**src/sv/pia_pkg.sv**
```systemverilog
// pia_pkg: shared types and codes for the pool index allocator.
// Holds the controller state enum, request and status codes, and the
// command and status structs between controller and datapath. No dependencies.
`timescale 1ns / 1ps
`default_nettype none
package pia_pkg;

	localparam int unsigned INDEX_W = 8;
	localparam int unsigned COUNT_W = 9;
	localparam int unsigned STATUS_W = 2;
	localparam int unsigned INDEX_REACH = 256;

	typedef enum logic {
		OP_ALLOC = 1'b0,
		OP_FREE  = 1'b1
	} op_t;

	typedef enum logic [STATUS_W-1:0] {
		ST_OK        = 2'd0,
		ST_EXHAUSTED = 2'd1,
		ST_REJECTED  = 2'd2
	} status_t;

	typedef enum logic [1:0] {
		S_IDLE = 2'd0,
		S_EXEC = 2'd1,
		S_POP  = 2'd2
	} state_t;

	// controller to datapath
	typedef struct packed {
		logic capture;  // latch the request fields
		logic exec;     // carry out the latched request
		logic finish;   // deliver the popped index
	} cmd_t;

	// datapath to controller
	typedef struct packed {
		logic pop;      // latched request pops the free stack
	} dp_status_t;

endpackage
`default_nettype wire

```
**src/sv/pia_ctrl.sv**
```systemverilog
// pia_ctrl: request sequencer of the pool index allocator.
// Steps capture, execute and (for a stack pop) delivery of the registered stack read.
// Depends on pia_pkg.
`timescale 1ns / 1ps
`default_nettype none
module pia_ctrl (
	input  wire logic              clk,
	input  wire logic              arst_n,
	input  wire logic              start,
	input  wire pia_pkg::dp_status_t dp_sts,
	output pia_pkg::cmd_t          cmd,
	output logic                   busy
);
	import pia_pkg::*;

	state_t state_q;
	state_t state_d;

	always_ff @(posedge clk or negedge arst_n) begin
		if (!arst_n) begin
			state_q <= S_IDLE;
		end else begin
			state_q <= state_d;
		end
	end

	always_comb begin
		state_d = state_q;
		case (state_q)
			S_IDLE: begin
				if (start) begin
					state_d = S_EXEC;
				end
			end
			S_EXEC: begin
				state_d = dp_sts.pop ? S_POP : S_IDLE;
			end
			S_POP: begin
				state_d = S_IDLE;
			end
			default: begin
				state_d = S_IDLE;
			end
		endcase
	end

	always_comb begin
		cmd = '0;
		busy = 1'b1;
		case (state_q)
			S_IDLE: begin
				busy = 1'b0;
				cmd.capture = start;
			end
			S_EXEC: begin
				cmd.exec = 1'b1;
			end
			S_POP: begin
				cmd.finish = 1'b1;
			end
			default: begin
				busy = 1'b1;
			end
		endcase
	end

endmodule
`default_nettype wire

```
**src/sv/pia_datapath.sv**
```systemverilog
// pia_datapath: free stack memory, counters, pool size register and result registers.
// Driven by pia_ctrl commands. Depends on pia_pkg.
`timescale 1ns / 1ps
`default_nettype none
module pia_datapath #(
	parameter int unsigned STACK_DEPTH = 256
) (
	input  wire logic                              clk,
	input  wire logic                              arst_n,
	input  wire pia_pkg::cmd_t                     cmd,
	output pia_pkg::dp_status_t                    dp_sts,
	input  wire logic                              operation,
	input  wire logic [pia_pkg::INDEX_W-1:0]       slot_index,
	input  wire logic                              cfg_wr_en,
	input  wire logic [pia_pkg::COUNT_W-1:0]       cfg_wr_data,
	output logic                                   done,
	output logic [pia_pkg::INDEX_W-1:0]            granted_index,
	output logic [pia_pkg::STATUS_W-1:0]           status
);
	import pia_pkg::*;

	localparam int unsigned ADDR_W = (STACK_DEPTH > 1) ? $clog2(STACK_DEPTH) : 1;
	localparam logic [COUNT_W-1:0] CAP = COUNT_W'(STACK_DEPTH);

	logic [INDEX_W-1:0] stack_mem [STACK_DEPTH];
	logic [INDEX_W-1:0] rd_data_q;

	logic [COUNT_W-1:0] pool_entries_q;
	logic [COUNT_W-1:0] free_count_q;
	logic [COUNT_W-1:0] high_water_q;
	op_t                op_q;
	logic [INDEX_W-1:0] slot_q;
	logic               done_q;
	logic [INDEX_W-1:0] granted_q;
	status_t            status_q;

	logic [COUNT_W-1:0] lim;
	logic [COUNT_W-1:0] pop_count;
	logic               do_pop;
	logic               do_bump;
	logic               do_push;
	logic               free_bad;

	// effective size: register clamped to the stack depth
	assign lim = (pool_entries_q > CAP) ? CAP : pool_entries_q;
	assign pop_count = free_count_q - COUNT_W'(1);
	assign free_bad = ({1'b0, slot_q} >= lim) || (free_count_q >= lim);
	assign do_pop = (op_q == OP_ALLOC) && (free_count_q != '0);
	assign do_bump = (op_q == OP_ALLOC) && !do_pop && (high_water_q < lim);
	assign do_push = (op_q == OP_FREE) && !free_bad;
	assign dp_sts.pop = do_pop;

	always_ff @(posedge clk) begin
		if (cmd.capture) begin
			op_q <= op_t'(operation);
			slot_q <= slot_index;
		end
		if (cmd.exec && do_push) begin
			stack_mem[free_count_q[ADDR_W-1:0]] <= slot_q;
		end
		if (cmd.exec && do_pop) begin
			rd_data_q <= stack_mem[pop_count[ADDR_W-1:0]];
		end
	end

	always_ff @(posedge clk or negedge arst_n) begin
		if (!arst_n) begin
			pool_entries_q <= COUNT_W'(INDEX_REACH);
			free_count_q <= '0;
			high_water_q <= '0;
			done_q <= 1'b0;
			granted_q <= '0;
			status_q <= ST_OK;
		end else begin
			done_q <= (cmd.exec && !do_pop) || cmd.finish;
			if (cfg_wr_en) begin
				pool_entries_q <= cfg_wr_data;
			end
			if (cmd.exec) begin
				if (do_pop) begin
					free_count_q <= pop_count;
				end else if (op_q == OP_ALLOC) begin
					if (do_bump) begin
						granted_q <= high_water_q[INDEX_W-1:0];
						status_q <= ST_OK;
						high_water_q <= high_water_q + COUNT_W'(1);
					end else begin
						granted_q <= '0;
						status_q <= ST_EXHAUSTED;
					end
				end else if (do_push) begin
					granted_q <= '0;
					status_q <= ST_OK;
					free_count_q <= free_count_q + COUNT_W'(1);
				end else begin
					granted_q <= '0;
					status_q <= ST_REJECTED;
				end
			end else if (cmd.finish) begin
				granted_q <= rd_data_q;
				status_q <= ST_OK;
			end
		end
	end

	assign done = done_q;
	assign granted_index = granted_q;
	assign status = status_q;

endmodule
`default_nettype wire

```
**src/sv/pool_index_allocator.sv**
```systemverilog
// pool_index_allocator: top level of the fixed pool slot allocator.
// Joins pia_ctrl and pia_datapath; depends on pia_pkg.
`timescale 1ns / 1ps
`default_nettype none
// Raise start with operation and slot_index while busy is low to issue a
// request: allocate pops the most recently freed slot from a LIFO free
// stack, or else takes the next never-used slot while it lies below the
// pool size; free pushes slot_index back, or is rejected if it lies at or
// past the pool size or the stack is full. Each request yields exactly one
// result, shown on granted_index and status for the single cycle in which
// done is high; the receiver cannot stall it, so capture it then. Free and
// high-water allocates finish with the execute state; a stack allocate adds
// a pop state for the registered read of the stack memory. busy drops in
// the cycle done rises, so a new request may be issued alongside a result.
// Write pool_entries through cfg_wr_en and cfg_wr_data only while idle; it
// is clamped to the stack depth.
module pool_index_allocator #(
	parameter int unsigned POOL_SIZE = 256
) (
	input  wire logic                        clk,
	input  wire logic                        arst_n,
	input  wire logic                        start,
	output logic                             busy,
	input  wire logic                        operation,
	input  wire logic [pia_pkg::INDEX_W-1:0] slot_index,
	input  wire logic                        cfg_wr_en,
	input  wire logic [pia_pkg::COUNT_W-1:0] cfg_wr_data,
	output logic                             done,
	output logic [pia_pkg::INDEX_W-1:0]      granted_index,
	output logic [pia_pkg::STATUS_W-1:0]     status
);
	import pia_pkg::*;

	// an 8-bit index cannot reach past INDEX_REACH slots
	localparam int unsigned STACK_DEPTH =
		(POOL_SIZE < INDEX_REACH) ? POOL_SIZE : INDEX_REACH;

	cmd_t       cmd;
	dp_status_t dp_sts;

	pia_ctrl u_ctrl (
		.clk    (clk),
		.arst_n (arst_n),
		.start  (start),
		.dp_sts (dp_sts),
		.cmd    (cmd),
		.busy   (busy)
	);

	pia_datapath #(
		.STACK_DEPTH (STACK_DEPTH)
	) u_datapath (
		.clk           (clk),
		.arst_n        (arst_n),
		.cmd           (cmd),
		.dp_sts        (dp_sts),
		.operation     (operation),
		.slot_index    (slot_index),
		.cfg_wr_en     (cfg_wr_en),
		.cfg_wr_data   (cfg_wr_data),
		.done          (done),
		.granted_index (granted_index),
		.status        (status)
	);

endmodule
`default_nettype wire
```
**config.mk**
```make
export PLATFORM = sky130hd
export DESIGN_NAME = pool_index_allocator
export DESIGN_NICKNAME = d
export VERILOG_FILES = /design/src/sv/pia_pkg.sv /design/src/sv/pia_ctrl.sv /design/src/sv/pia_datapath.sv /design/src/sv/pool_index_allocator.sv
export SDC_FILE = /design/constraint.sdc
export NUM_CORES = 2
export LEC_CHECK = 0
export BUFFER_PORTS_ARGS = -buffer_cell sky130_fd_sc_hd__buf_2
export CORE_UTILIZATION = 55
export DETAILED_ROUTE_END_ITERATION = 6
export PLACE_DENSITY = 0.71
export SYNTH_ARGS = -nofsm -noshare
export SYNTH_HDL_FRONTEND = slang
export SYNTH_SLANG_ARGS = --single-unit
```
**constraint.sdc**
```tcl
create_clock -name clk -period 17.2 [get_ports clk]
set_input_delay 1.72 -clock clk [delete_from_list [all_inputs] [get_ports clk]]
set_output_delay 1.72 -clock clk [all_outputs]
set_load 0.01 [all_outputs]
```
Word-level counts from Yosys, hierarchy flattened
Memories as Yosys holds them, arrays and structs flattened. A register that Yosys moved wholly into a read port is not among the register bits.
Cells that the tools add are included.
W data, S select, Z words.
{ "totals": {"ff_bits": 49, "mem_bits_rw": 2048, "in_bits": 22, "elab_cells": 66, "memories": 1} }
{ "classes": {"add_sub_neg": 3, "n_lt_le_gt_ge": 4, "eq_ne": 4, "muxes": 24, "bitwise_logic": 2, "n_reduce_logical": 19} }
{ "memory_table": {"columns": ["name", "words", "width", "rd", "rd_clocked_by_memory_dff", "write_ports", "line_no", "text"], "rows": [
  ["u_datapath.stack_mem", 256, 8, 1, 1, 1, "pia_datapath.sv:25", "logic [INDEX_W-1:0] stack_mem [STACK_DEPTH];"]
]} }
{ "ops": {"columns": ["op", "count"], "rows": [
  ["$mux W8", 5],
  ["$mux W9", 4],
  ["$add A9 B1 Y9 const B", 2],
  ["$mux W2", 7],
  ["$ge A8 B9 Y1", 1],
  ["$ge A9 B9 Y1", 1],
  ["$gt A9 B9 Y1 const B", 1],
  ["$lt A9 B9 Y1", 1],
  ["$reduce_bool A9 Y1", 1],
  ["$sub A9 B1 Y9 const B", 1],
  ["$logic_and A1 B1 Y1", 7],
  ["$mux W1", 7],
  ["$reduce_bool A2 Y1", 3],
  ["$ne A2 B2 Y1 const B", 2],
  ["$pmux W2 S2", 1],
  ["$reduce_and A4 Y1", 1],
  ["$reduce_and A3 Y1", 1],
  ["$eq A2 B1 Y1 const B", 1],
  ["$eq A2 B2 Y1 const B", 1],
  ["$logic_not A1 Y1", 2],
  ["$logic_not A2 Y1", 1],
  ["$logic_or A1 B1 Y1", 2],
  ["$not A1 Y1", 2],
  ["$reduce_and A2 Y1", 1]
]} }

Longest topological paths before layout
{ "depth": {"ltp_word": 10, "ltp_mapped": 16, "ltp_nobuf": 11} }

Modules after synthesis
From an unflattened synthesis, not the netlist that was laid out.
{ "unflattened": {"hier_cells": 3912, "hier_area_um2": 81738.4} }
{ "modules_own_cells": {"columns": ["mod", "instances", "cells_each", "area_each_um2", "seq_area_each_um2"], "rows": [
  ["pia_datapath", 1, 3904, 81645.8, 62961.6],
  ["pia_ctrl", 1, 8, 92.6, 50.0]
]} }

Worst setup path before layout
Ideal clock, no wire load.
{ "synth_path": {"kind": "flip-flop to flip-flop", "startpoint": "register u_datapath.slot_q[0]", "endpoint": "memory u_datapath.stack_mem[161][0], enable pin", "arrival_ns": 5.869, "t_required_ns": 16.830, "slack_ns": 10.961, "stages_incl_launch_ff": 13, "n_path_buf": 2, "synth_period_minus_slack_ns": 6.239, "cell_sequence": "edfxtp_1 inv_1 ha_1 nand2b_1 a21o_1 a21o_1 a21o_1 a21o_1 a211oi_1 buf_2 nand3_1 clkbuf_1 nor2_1"} }
{ "synth_between": {"elab_chain_len": 7} }
{ "synth_lines": {"columns": ["element", "line_no", "text"], "rows": [
  ["start, declared", "pia_datapath.sv:32", "logic [INDEX_W-1:0] slot_q;"],
  ["start signal, assigned", "pia_datapath.sv:56", "slot_q <= slot_index;"],
  ["$ge A8 B9 Y1", "pia_datapath.sv:47", "assign free_bad = ({1'b0, slot_q} >= lim) || (free_count_q >= lim);"],
  ["$logic_or A1 B1 Y1", "pia_datapath.sv:47", null],
  ["$logic_not A1 Y1", "pia_datapath.sv:50", "assign do_push = (op_q == OP_FREE) && !free_bad;"],
  ["$logic_and A1 B1 Y1", "pia_datapath.sv:50", null],
  ["$logic_and A1 B1 Y1", "pia_datapath.sv:58", "if (cmd.exec && do_push) begin"],
  ["$mux W1", "pia_datapath.sv:58", null],
  ["$mux W1 (implied by the code)", "pia_datapath.sv:59", "stack_mem[free_count_q[ADDR_W-1:0]] <= slot_q;"],
  ["end, declared", "pia_datapath.sv:25", null]
]} }
Every way passes these cells.

Worst setup path in the final report
{ "layout_path": {"startpoint": "register u_datapath.free_count_q[0]", "endpoint": "register u_datapath.rd_data_q[1], read port of u_datapath.stack_mem (data pin)"} }
{ "layout_between": {"elab_chain_len": 3} }
{ "layout_lines": {"columns": ["element", "line_no", "text"], "rows": [
  ["start, declared", "pia_datapath.sv:29", "logic [COUNT_W-1:0] free_count_q;"],
  ["start signal, assigned", "pia_datapath.sv:81", "free_count_q <= pop_count;"],
  ["start signal, assigned", "pia_datapath.sv:94", "free_count_q <= free_count_q + COUNT_W'(1);"],
  ["branches (longest 3 deep; another with $sub A9 B1 Y9)", null, null],
  ["end, declared", "pia_datapath.sv:26", "logic [INDEX_W-1:0] rd_data_q;"]
]} }
Parallel ways; which one is timed is not known.
A chain may end at the register's enable or synchronous reset.

==> results.md <==
* Comb pwr share at 34.6%
* Synth cell types at 52
* Most common cell after layout, fill and taps aside: edfxtp_1
* Skew final at 29.8 ps
* P_leak at 27.8 nW
* Crit path arrival time at 7580 ps
* Post-CTS Setup Bufs at 0
* Tcrit/Tclk final at 40.9%
* Drt first-iter violations at 4,316
* Antenna violations before repair at 2
* Most used flip-flop cell after synthesis: edfxtp_1
* H-tree Lvls at 4
* Number of synthesized flops with an enable pin at 2,065
* Area after DPL at 84,200 um^2
* Global-route wire length before repair at 266,000 um
* Post-Syn Nets at 3,619
* Largest net degree at the start of global routing at 258
* Mapped Cells at 3,566
* FMAX at 142 MHz
* Avg WL per Cell at 31.7 um
* Slew Limit Fails at 0
* Synth Cell Area at 81,900 um^2
* Reg power frac at 37.7%
* Final wirelength at 183,000 um
* Max Fanout on Critical Path at 150
* Vias in the first global route at 37,800
* Status: complete, no violations
* Switching pwr at 0.00485 W
* DRC violations left at 0
* Port Buffer Count at 33
* # IOs at 34
* Total number of vias at 37,400
* CTS tree: built
* Post-CTS Resized at 0
* Clock Tree Root: clkbuf_16
* Initial Utilization at 55.4%
* DP Wirelength at 102,000 um
* Worst hold path type: reg -> reg
* CTS sink count at 2,105
* Die Wd at 388 um
* Slew headroom at 12.6%
* Gpl congestion at 0.828
* Number of CTS-inserted buffers at 199
* Routed Antenna Nets at 0
* Most frequent cells in the layout: edfxtp_1, mux4_2, nor2_1, clkbuf_16
* Asr flop ratio synth at 1.90%
* Setup TNS at 0 ps
* Worst-Margin Slew at 1310 ps
* YS warnings at 0
* Register area share after synthesis at 77.0%
* 1st-pass router iterations at 5
* Die area at 150,000 um^2
* Post-route cell area at 90,500 um^2
* Final nets at 3,705
* Global route total overflow at 0
* Crit Path Class: reg -> reg
* Clock buffer depth at 3
* Hold Fails Final Rpt at 0
* Reg clk slew, reported paths at 60 ps
* Die H at 388 um
* Max_cap viols at 0
* Core Util, Final at 61.3%
* All-Layer GR Usage at 24.6%
* Synth Register Bits at 2,105
* # rows at 141
* CP endpoint kind: flop
* Avg Synthesized Cell Area at 23.0 um^2
* Min Clock Period, post-route at 7040 ps
* Clock network fraction of total power at 27.7%
* Share of post-route cells with drive strength above 1 at 27.2%
* Switching Share at 31.5%
* Final setup violation count at 0
* # diodes at 0
* Critical Path RT at 17,740 ps
* CP startpoint kind: flop
* Synth-to-Final Area Change at 10.5%
* Core area at 148,000 um^2
* P_int at 0.0106 W
* Unrepaired setup endpoints after global routing: no
* Via density per instance at 6.51
* Maximum vdd ir drop at 284 uV
* Clock Latency Late Sink at 840 ps
* Cell Pwr Density at 170 nW/um^2
* Hold_buf cts at 0
[layout make-up]
type	count	area (um^2)
well taps	1930	2410
multi-input cells	1251	18000
clock inverters	119	993
inverters	10	37.5
flip-flops and latches	2105	63000
repair buffers	85	718
fillers	9812	57200
clock buffers	251	5300
[worst paths after layout]
| path | startpoint | endpoint | slack, ps | depth (start not counted) |
|---|---|---|---|---|
| worst max-delay path | u_datapath.free_count_q[0] | u_datapath.rd_data_q[1] | 10160 | 10 |
| worst min-delay path | u_datapath.granted_index[7] | u_datapath.granted_index[7] | 480 | 2 |
| worst max register to register | u_datapath.free_count_q[0] | u_datapath.rd_data_q[1] | 10160 | 10 |
| worst min register to register | u_datapath.granted_index[7] | u_datapath.granted_index[7] | 480 | 2 |
| max in group asynchronous | arst_n | u_datapath.free_count_q[0] | 15470 | 1 |
| min in group asynchronous | arst_n | u_datapath.pool_entries_q[5] | 1040 | 1 |
[layer usage]
metal | track usage, % | vias up | wire length (um)
li1 | - | 15300 | -
met5 | 0 | - | 12
met3 | 4.21 | 301 | 14800
met4 | 8.92 | 2 | 6520
met2 | 38.9 | 1839 | 89400
met1 | 35.0 | 20000 | 71700
[registers in the layout, indices dropped and copies added, names as in the netlist, 2 cells and up]
signal / count
u_ctrl.state_q: 2
u_datapath.free_count_q: 9
u_datapath.granted_index: 8
u_datapath.high_water_q: 9
u_datapath.pool_entries_q: 9
u_datapath.rd_data_q: 8
u_datapath.slot_q: 8
u_datapath.stack_mem: 2048
u_datapath.status: 2
[cells in the mapped netlist (all sizes together), types with 2 or more instances]
cell type  count  share of area [%]
a211oi         2              0.018
a21o          13               0.12
a21oi          9              0.055
a221oi        16               0.17
a22o          16               0.17
a22oi         48               0.44
and2           3              0.026
and4           3              0.032
buf           97               0.70
clkbuf       103               0.47
dfrtp         39                1.2
edfxtp      2065                 76
ha            31               0.47
inv            9              0.041
mux2          10               0.14
mux2i          2              0.024
mux4         640                 18
nand2         66               0.31
nand2b         4              0.031
nand3         24               0.15
nand4          7              0.053
nand4b         2              0.021
nor2         276                1.3
nor2b          9              0.069
nor3           4              0.024
nor4           3              0.023
o211ai         3              0.028
o21ai         15              0.092
o221ai        11               0.12
or3            4              0.031
xnor2         13               0.15
xor2           8              0.086
[cells by family after synthesis]
kind of cell    after synthesis  synth area share [%]
compound gates              139                  1.28
simple gates                408                  2.07
fa+ha+maj                    31                 0.474
buf+inv                     210                  1.21
flops                      2105                  77.0
xor+xnor                     21                 0.234
mux                         652                  17.8
[worst max-delay path: stages, from the launching register on]
cell,delay [ps]
dfrtp_4,1110
inv_1,310
ha_4,890
buf_4,920
buf_12,760
buf_12,610
mux4_2,410
mux4_2,480
a22o_1,270
a221oi_1,400
o221ai_1,190
[power by group through the flow]
stage	Sequential [W]	Combinational [W]	Clock, W
floorplan	0.00591	0.00367	0
global placement	0.00592	0.00533	0
detailed placement	0.00592	0.00536	0
CTS	0.00581	0.00538	0.00431
global route	0.00582	0.00555	0.00449
finish	0.00581	0.00533	0.00426
[stage by stage]
stage | instances | setup WS [ps] | hold slack, ps | power [W]
floorplan | 3566 | 10960 | 448 | 0.00958
global placement | 5381 | 10070 | 462 | 0.0112
detailed placement | 5381 | 10070 | 469 | 0.0113
CTS | 5751 | 10050 | 485 | 0.0155
global route | 5751 | 9680 | 505 | 0.0159
finish | 5751 | 10160 | 480 | 0.0154
Note: power is estimated with default switching activity, not from simulation.
